[config.mk]
export PLATFORM = sky130hd
export DESIGN_NAME = port_trigger_dnat_policy
export DESIGN_NICKNAME = d
export VERILOG_FILES = /design/src/sv/ptdnat_pkg.sv /design/src/sv/port_trigger_dnat_policy.sv
export SDC_FILE = /design/constraint.sdc
export NUM_CORES = 1
export LEC_CHECK = 0
export ABC_AREA = 1
export BUFFER_PORTS_ARGS = -buffer_cell sky130_fd_sc_hd__buf_2
export CORE_MARGIN = 2
export CORE_UTILIZATION = 35
export CTS_CLUSTER_SIZE = 16
export DETAILED_ROUTE_END_ITERATION = 8
export SLEW_MARGIN = 5
export SYNTH_ARGS = -nofsm -noshare
export SYNTH_HDL_FRONTEND = slang
export SYNTH_SLANG_ARGS = --single-unit
export TNS_END_PERCENT = 50
[constraint.sdc]
create_clock -name clk -period 7 [get_ports clk]
set_input_delay 1.4 -clock clk [delete_from_list [all_inputs] [get_ports clk]]
set_output_delay 1.4 -clock clk [all_outputs]
set_load 0.01 [all_outputs]
[src/sv/ptdnat_pkg.sv]
package ptdnat_pkg;

  localparam int InTdataW  = 104;
  localparam int OutTdataW = 40;
  localparam int RuleW     = 16;
  localparam int AddrW     = 32;
  localparam int PortW     = 16;
  localparam int SecW      = 16;

  typedef enum logic [1:0] {
    HOOK_FORWARD    = 2'd0,
    HOOK_PREROUTING = 2'd1,
    HOOK_OTHER      = 2'd2,
    HOOK_RESERVED   = 2'd3
  } hook_t;

  typedef enum logic [1:0] {
    PROTO_OTHER    = 2'd0,
    PROTO_TCP      = 2'd1,
    PROTO_UDP      = 2'd2,
    PROTO_RESERVED = 2'd3
  } proto_t;

  typedef enum logic [1:0] {
    VERDICT_CONTINUE = 2'd0,
    VERDICT_ACCEPT   = 2'd1,
    VERDICT_REDIRECT = 2'd2,
    VERDICT_UNUSED   = 2'd3
  } verdict_t;

  localparam logic CMD_PACKET = 1'b0;
  localparam logic CMD_TICK   = 1'b1;

  typedef struct packed {
    logic             is_tick;
    hook_t            hook_point;
    logic             conn_is_new;
    logic [RuleW-1:0] rule_id;
    logic [SecW-1:0]  rule_timeout_seconds;
    logic             rule_match_port;
    proto_t           protocol_kind;
    logic [AddrW-1:0] source_address;
    logic [PortW-1:0] source_port;
    logic [PortW-1:0] dest_port;
  } pkt_item_t;

  // Port seen by the trigger: only TCP and UDP carry one.
  function automatic logic [PortW-1:0] transport_port(proto_t proto, logic [PortW-1:0] port);
    logic [PortW-1:0] res;
    res = '0;
    if (proto == PROTO_TCP || proto == PROTO_UDP) begin
      res = port;
    end
    return res;
  endfunction

endpackage

[src/sv/port_trigger_dnat_policy.sv]
// Channel  | Dir | Ports                      | Item
// ---------+-----+----------------------------+------------------------------------
// in_      | in  | tvalid tready tdata tuser  | packet summary or one-second tick
// out_     | out | tvalid tready tdata        | verdict and redirect address
//
// One item per cycle while out_tready does not hold the result register; a packet
// passes the input register, then decision and state update into the result register.
// Ticks produce no result item and never wait on the output side.
// Reset (rst_n low, synchronous) drops the trigger entry and empties both stages.
// A packet waits in the input register while the result register is held by out_tready.
module port_trigger_dnat_policy (
  input  logic                               clk,
  input  logic                               rst_n,
  input  logic                               in_tvalid,
  output logic                               in_tready,
  // hook_point[1:0], conn_is_new[2], rule_id[18:3], rule_timeout_seconds[34:19],
  // rule_match_port[35], protocol_kind[37:36], source_address[69:38],
  // source_port[85:70], dest_port[101:86], zero [103:102]
  input  logic [ptdnat_pkg::InTdataW-1:0]    in_tdata,
  // command[0]: 0 packet, 1 tick
  input  logic                               in_tuser,
  output logic                               out_tvalid,
  input  logic                               out_tready,
  // verdict[1:0], redirect_address[33:2], zero [39:34]
  output logic [ptdnat_pkg::OutTdataW-1:0]   out_tdata
);
  import ptdnat_pkg::*;

  pkt_item_t        s1_item_r;
  logic             s1_vld_r, s1_vld_nxt;
  pkt_item_t        in_item;
  logic             s1_adv;

  logic             entry_valid_r, entry_valid_nxt;
  logic [RuleW-1:0] owner_rule_r, owner_rule_nxt;
  logic [AddrW-1:0] saved_address_r, saved_address_nxt;
  logic [PortW-1:0] saved_port_r, saved_port_nxt;
  logic [SecW-1:0]  seconds_left_r, seconds_left_nxt;

  logic             out_vld_r, out_vld_nxt;
  verdict_t         verdict_r, verdict_nxt;
  logic [AddrW-1:0] raddr_r, raddr_nxt;
  logic             res_load;
  logic             rule_hit;

  always_comb begin
    in_item.is_tick              = in_tuser;
    in_item.hook_point           = hook_t'(in_tdata[1:0]);
    in_item.conn_is_new          = in_tdata[2];
    in_item.rule_id              = in_tdata[18:3];
    in_item.rule_timeout_seconds = in_tdata[34:19];
    in_item.rule_match_port      = in_tdata[35];
    in_item.protocol_kind        = proto_t'(in_tdata[37:36]);
    in_item.source_address       = in_tdata[69:38];
    in_item.source_port          = in_tdata[85:70];
    in_item.dest_port            = in_tdata[101:86];
  end

  // ticks never need the result register
  assign s1_adv    = s1_vld_r && (s1_item_r.is_tick || !out_vld_r || out_tready);
  assign in_tready = !s1_vld_r || s1_adv;
  assign res_load  = s1_adv && !s1_item_r.is_tick;
  assign rule_hit  = entry_valid_r && (owner_rule_r == s1_item_r.rule_id);

  always_comb begin
    s1_vld_nxt = s1_vld_r;
    if (in_tready) begin
      s1_vld_nxt = in_tvalid;
    end
  end

  always_comb begin
    entry_valid_nxt   = entry_valid_r;
    owner_rule_nxt    = owner_rule_r;
    saved_address_nxt = saved_address_r;
    saved_port_nxt    = saved_port_r;
    seconds_left_nxt  = seconds_left_r;
    verdict_nxt       = VERDICT_CONTINUE;
    raddr_nxt         = '0;
    if (s1_adv) begin
      if (s1_item_r.is_tick) begin
        if (entry_valid_r) begin
          if (seconds_left_r <= SecW'(1)) begin
            seconds_left_nxt = '0;
            entry_valid_nxt  = 1'b0;
          end else begin
            seconds_left_nxt = seconds_left_r - SecW'(1);
          end
        end
      end else begin
        case (s1_item_r.hook_point)
          HOOK_FORWARD: begin
            if (!entry_valid_r) begin
              entry_valid_nxt   = 1'b1;
              owner_rule_nxt    = s1_item_r.rule_id;
              saved_address_nxt = s1_item_r.source_address;
              saved_port_nxt    = transport_port(s1_item_r.protocol_kind,
                                                 s1_item_r.source_port);
              seconds_left_nxt  = s1_item_r.rule_timeout_seconds;
              verdict_nxt       = VERDICT_ACCEPT;
            end else if (rule_hit) begin
              verdict_nxt = VERDICT_ACCEPT;
            end
          end
          HOOK_PREROUTING: begin
            if (s1_item_r.conn_is_new && rule_hit &&
                (!s1_item_r.rule_match_port ||
                 transport_port(s1_item_r.protocol_kind, s1_item_r.dest_port)
                   == saved_port_r)) begin
              verdict_nxt = VERDICT_REDIRECT;
              raddr_nxt   = saved_address_r;
            end
          end
          default: begin
            verdict_nxt = VERDICT_CONTINUE;
          end
        endcase
      end
    end
  end

  always_comb begin
    out_vld_nxt = out_vld_r;
    if (res_load) begin
      out_vld_nxt = 1'b1;
    end else if (out_tready) begin
      out_vld_nxt = 1'b0;
    end
  end

  always_ff @(posedge clk) begin
    if (!rst_n) begin
      s1_vld_r        <= 1'b0;
      out_vld_r       <= 1'b0;
      entry_valid_r   <= 1'b0;
      owner_rule_r    <= '0;
      saved_address_r <= '0;
      saved_port_r    <= '0;
      seconds_left_r  <= '0;
    end else begin
      s1_vld_r        <= s1_vld_nxt;
      out_vld_r       <= out_vld_nxt;
      entry_valid_r   <= entry_valid_nxt;
      owner_rule_r    <= owner_rule_nxt;
      saved_address_r <= saved_address_nxt;
      saved_port_r    <= saved_port_nxt;
      seconds_left_r  <= seconds_left_nxt;
    end
  end

  always_ff @(posedge clk) begin
    if (in_tready && in_tvalid) begin
      s1_item_r <= in_item;
    end
    if (res_load) begin
      verdict_r <= verdict_nxt;
      raddr_r   <= raddr_nxt;
    end
  end

  assign out_tvalid = out_vld_r;
  assign out_tdata  = {{(OutTdataW - AddrW - 2){1'b0}}, raddr_r, verdict_r};

  // an idle entry always has a cleared countdown
  a_idle_sec_zero: assert property (@(posedge clk) disable iff (!rst_n)
    !entry_valid_r |-> seconds_left_r == '0)
    else $error("countdown nonzero with no entry held");

  // entry is dropped only by a tick
  a_fall_on_tick: assert property (@(posedge clk) disable iff (!rst_n)
    $fell(entry_valid_r) |-> $past(s1_adv && s1_item_r.is_tick))
    else $error("entry cleared without a tick");

  // a fresh entry belongs to the forward packet that made it
  a_rise_owner: assert property (@(posedge clk) disable iff (!rst_n)
    $rose(entry_valid_r) |-> owner_rule_r == $past(s1_item_r.rule_id))
    else $error("entry owner differs from registering packet");

  // address is carried only with a redirect
  a_addr_redirect: assert property (@(posedge clk) disable iff (!rst_n)
    (out_vld_r && verdict_r != VERDICT_REDIRECT) |-> raddr_r == '0)
    else $error("redirect address without redirect verdict");

  a_no_unused_verdict: assert property (@(posedge clk) disable iff (!rst_n)
    out_vld_r |-> verdict_r != VERDICT_UNUSED)
    else $error("undefined verdict code");

endmodule

# After elaboration in Yosys (flattened, before gate mapping)
# Index checks and enable logic that the tools add are counted.
dict set report totals {
  regBits 220
  latch_bits 0
  ram_bits 0
  rom_bits 0
  input_bits 109
  out_inout_bits 42
  elab_cells 76
  memories 0
}
dict set report classes {
  addsub 1
  multipliers 0
  div_mod_pow 0
  order_cmp 1
  n_eq_ne 7
  shifts 0
  mux 20
  bitwise_logic 5
  reduce_logical 23
}
# op n
set ops {}
lappend ops {{$mux W16} 10}
lappend ops {{$eq A16 B16 Y1} 2}
lappend ops {{$le A16 B1 Y1 const B} 1}
lappend ops {{$sub A16 B1 Y16 const B} 1}
lappend ops {{$mux W1} 8}
lappend ops {{$reduce_and A4 Y1} 2}
lappend ops {{$logic_and A1 B1 Y1} 6}
lappend ops {{$logic_or A1 B1 Y1} 5}
lappend ops {{$not A1 Y1} 5}
lappend ops {{$eq A2 B1 Y1 const B} 2}
lappend ops {{$logic_not A1 Y1} 4}
lappend ops {{$pmux W2 S2} 1}
lappend ops {{$reduce_bool A2 Y1} 2}
lappend ops {{$reduce_or A4 Y1} 1}
lappend ops {{$eq A2 B2 Y1 const B} 1}
lappend ops {{$logic_not A2 Y1} 1}
lappend ops {{$mux W2} 1}
lappend ops {{$ne A2 B1 Y1 const B} 1}
lappend ops {{$ne A2 B2 Y1 const B} 1}
lappend ops {{$reduce_and A2 Y1} 1}
lappend ops {{$reduce_or A2 Y1} 1}

# Depth between registers and ports, before layout
dict set report depth {
  depth_word 11
  ltp_mapped 14
  ltp_nobuf 13
}

# Least setup slack after synthesis
# Ideal clock, no wire load.
dict set report synth_timing {
  path_kind {input to register}
  start {in in_tvalid}
  end {reg s1_item_r[0] (netlist bit), enable pin}
  setup_time_ns 0.626
  arrival_ns 6.591
  t_required_ns 6.374
  slack_ns -0.217
  cell_stages 2
  path_buffers 0
  cell_sequence {inv_1 -> a31oi_1}
}
dict set report synth_between {
  elab_chain_len 1
}
# item line
set synth_rtl {}
lappend synth_rtl {{start: declaration} port_trigger_dnat_policy.sv:14} ;# input logic in_tvalid,
lappend synth_rtl {{$logic_and A1 B1 Y1} port_trigger_dnat_policy.sv:152} ;# if (in_tready && in_tvalid) begin
lappend synth_rtl {{end signal: assignment} port_trigger_dnat_policy.sv:153} ;# s1_item_r <= in_item;
lappend synth_rtl {{end: declaration} port_trigger_dnat_policy.sv:29} ;# pkt_item_t s1_item_r;
# No other way between the ends.
# A chain may end at the register's enable or synchronous reset.

# Worst setup path after layout
dict set report layout_timing {
  start {in out_tready}
  end {out in_tready}
}
dict set report layout_between {
  elab_chain_len 3
}
# item line
set layout_rtl {}
lappend layout_rtl {{start: declaration} port_trigger_dnat_policy.sv:23} ;# input logic out_tready,
lappend layout_rtl {{$logic_or A1 B1 Y1} port_trigger_dnat_policy.sv:60} ;# assign s1_adv = s1_vld_r && (s1_item_r.is_tick || !out_vld_r || out_tready);
lappend layout_rtl {{$logic_and A1 B1 Y1} port_trigger_dnat_policy.sv:60}
lappend layout_rtl {{$logic_or A1 B1 Y1} port_trigger_dnat_policy.sv:61} ;# assign in_tready = !s1_vld_r || s1_adv;
lappend layout_rtl {{end: declaration} port_trigger_dnat_policy.sv:15} ;# output logic in_tready,
# No other way between the ends.

==> summary.txt <==
Outcome: complete, no violations
Sw Pwr: 0.6239 mW
Initial cell density of the core: 35.36%
CORE AREA: 0.02411 sq mm
Cell taking the most area after synthesis: edfxtp_1
CTS tree: yes
# resized after CTS: 0
Gpl congestion: 0.7811
Fin worst setup slack: 3467 ps
Worst Path Required: 5600 ps
Syn. warnings: 0
Worst-Margin Slew: 865.5 ps
Logic pwr share: 6.5%
Setup repair bufs after CTS: 0
Clock power frac: 42.5%
Setup TNS: 0 ps
DP HPWL: 10620 microns
Initial antenna violation count: 0
Total gr overflow: 0
Rel. slew slack: 42.30%
Root Driver: clkbuf_16
Post-synth cell types: 31
Layout cell share with drive strength beyond 1: 24.35%
Worst hold path class: reg -> reg
# hold bufs at CTS: 0
Area grow syn2layout: 20.14%
Crit path cell chain: buf_2 > nor2_1 > nand3_1 > buf_2
Crit Path Max Fanout: 4
Die area: 0.02562 sq mm
Final Hold Viols: 0
CTS HTree Levels: 1
WL/cell: 13.46 microns
Drt first pass iters: 4
Period Utilization, post-route: 50.48%
Clk_skew: 8.572 ps
Mapped cell area: 0.008524 sq mm
Synth top area cells: edfxtp_1 (48%), dfxtp_1 (19%), a21oi_1 (4.9%)
Largest net degree at the start of global routing: 73
CTS Sinks: 220
RSZ-0062 raised after global routing: false
Slowest cell on crit path: nor2_1
Pre-CTS setup slack: 3478 ps
Post-detailed-route count of antenna-violating nets: 0
Slowest Stage Delay on Critical Path: 290 ps
Critical Path AT: 2130 ps
Syn avg cell area: 11.11 sq um
VDD IR max: 0.2023 mV
Clk buf depth: 3
P_leak: 3.929 nW
DRC Markers: 0
Via count: 5613
Cells after Synth: 767
CTS Buf Count: 24
Max-Cap Viols: 0
Crit end category: primary output
Slew Limit Fails: 0
Final nets: 1014
Ant diodes: 0
First-pass GRT wire length: 26900 microns
Clock-pin slew on the worst setup and hold paths: 60 ps
Post-synth top area share: 48.26%
GRT Total Usage: 12.91%
Initial DRC count: 337
Pint: 2.224 mW
Die width: 160.1 microns
Vias in the first global route: 5334
Die Ht: 160.1 microns
PD cells: 278.1 mW/mm^2
FMAX: 283.0 MHz
Seq/Total Area, Yosys: 67.75%
Minimum clock period after layout: 3533 ps
Sw Ratio: 21.91%
Sequential power share: 51.0%
Worst skew pair latency: 510 ps
PortBufs: 142
Kind of critical path: in -> out
Row count: 57
Via/cell ratio: 4.512
Top Ports: 151
Most numerous cell on the critical path: buf_2
Crit start category: primary input
Fin util: 42.48%
Setup violators final: 0
Number of synthesized register bits: 220
Total wire length: 16750 microns
through the flow:
stage | std cells | power (mW) | area (sq um) | hold slack (ps)
after floorplan | 772 | 1.604 | 8549 | 430.0
after detailed placement | 1200 | 1.666 | 9474 | 447.0
final | 1244 | 2.848 | 10240 | 455.0
after global placement | 1200 | 1.664 | 9474 | 443.9
after global routing | 1244 | 2.971 | 10240 | 485.1
after CTS | 1244 | 2.898 | 10240 | 457.6
layout by cell type (no fill, tap or decap), drive strengths merged, types with 6 or more instances in the layout:
cell      n
buf     147
edfxtp  137
nor2     96
a21oi    83
dfxtp    83
inv      79
nand2    72
o21ai    69
clkbuf   35
nand3    27
nand4    21
xnor2    18
a211oi   16
clkinv    9
xor2      7
conb      6
layer usage:
layer,GRT usage (%),vias up,wire (microns),share of wire (%)
li1,-,2872,-,-
met1,16.81,2570,7572,45
met2,21.72,138,7815,47
met3,2.442,33,848,5.1
met4,4.300,0,514,3.1
met5,0,-,0,0
power by group through the flow:
stage | clock network, mW | logic [mW] | registers (mW)
2_1_floorplan | 0 | 0.125 | 1.48
3_3_place_gp | 0 | 0.185 | 1.48
3_5_place_dp | 0 | 0.186 | 1.48
4_1_cts | 1.26 | 0.188 | 1.45
5_1_grt | 1.30 | 0.210 | 1.46
6_report | 1.21 | 0.184 | 1.45
worst max-delay path: cells and delay by family:
kind | cells | cell delay, ps
buf+inv | 2 | 280
simple gates | 2 | 450
worst paths after layout:
check | start | endpoint | slack, ps | cells after the start
setup / recovery | out_tready | in_tready | 3470 | 4
hold / removal | saved_address_r[31] | saved_address_r[31] | 460 | 2
setup reg to reg | s1_item_r[102] | seconds_left_r[12] | 4170 | 7
hold reg to reg | saved_address_r[31] | saved_address_r[31] | 460 | 2
area by class of cell:
cell class / count / area (sq um)
clock buffers: 35 / 693.2
clock inverters: 9 / 73.82
fillers: 2339 / 13860
inverters: 81 / 304.0
multi-input cells: 428 / 2241
flip-flops and latches: 220 / 5776
well taps: 324 / 405.4
repair buffers: 147 / 748.2
Yosys cell counts:
| cell | n |
|---|---|
| xor2_1 | 7 |
| a21oi_1 | 83 |
| nand2_1 | 68 |
| edfxtp_1 | 137 |
| nand2_2 | 2 |
| inv_1 | 78 |
| buf_1 | 1 |
| buf_2 | 13 |
| nand4_1 | 21 |
| and2_1 | 1 |
| nor3_1 | 2 |
| nand2_4 | 2 |
| clkbuf_1 | 16 |
| dfxtp_1 | 83 |
| nand3_2 | 1 |
| conb_1 | 1 |
| o21ai_0 | 69 |
| a31oi_1 | 1 |
| clkinv_1 | 1 |
| nor2_1 | 66 |
| ha_1 | 3 |
| nor4_1 | 1 |
| o21a_1 | 1 |
| a211oi_1 | 16 |
| xnor2_1 | 18 |
| nand3_1 | 26 |
| or2_2 | 4 |
| nor2_2 | 30 |
| inv_2 | 2 |
| buf_4 | 8 |
| buf_6 | 5 |
cells by family (layout without fill, tap and decap cells):
| logic type | count (synthesis) | after routing | synth area share (%) |
|---|---|---|---|
| flops | 220 | 220 | 67.75 |
| compound gates | 170 | 170 | 10.49 |
| buf+inv | 124 | 272 | 6.443 |
| simple gates | 224 | 224 | 12.26 |
| fa+ha+maj | 3 | 3 | 0.4404 |
| other cells | 1 | 6 | 0.04399 |
| xor+xnor | 25 | 25 | 2.569 |
registers in the layout (all words and copies together), names as in the netlist:
| name | cells |
|---|---|
| raddr_r | 32 |
| owner_rule_r | 16 |
| entry_valid_r | 1 |
| s1_vld_r | 1 |
| s1_item_r | 103 |
| verdict_r | 2 |
| saved_port_r | 16 |
| out_tvalid | 1 |
| seconds_left_r | 16 |
| saved_address_r | 32 |
Note: power is estimated with default switching activity, not from simulation.
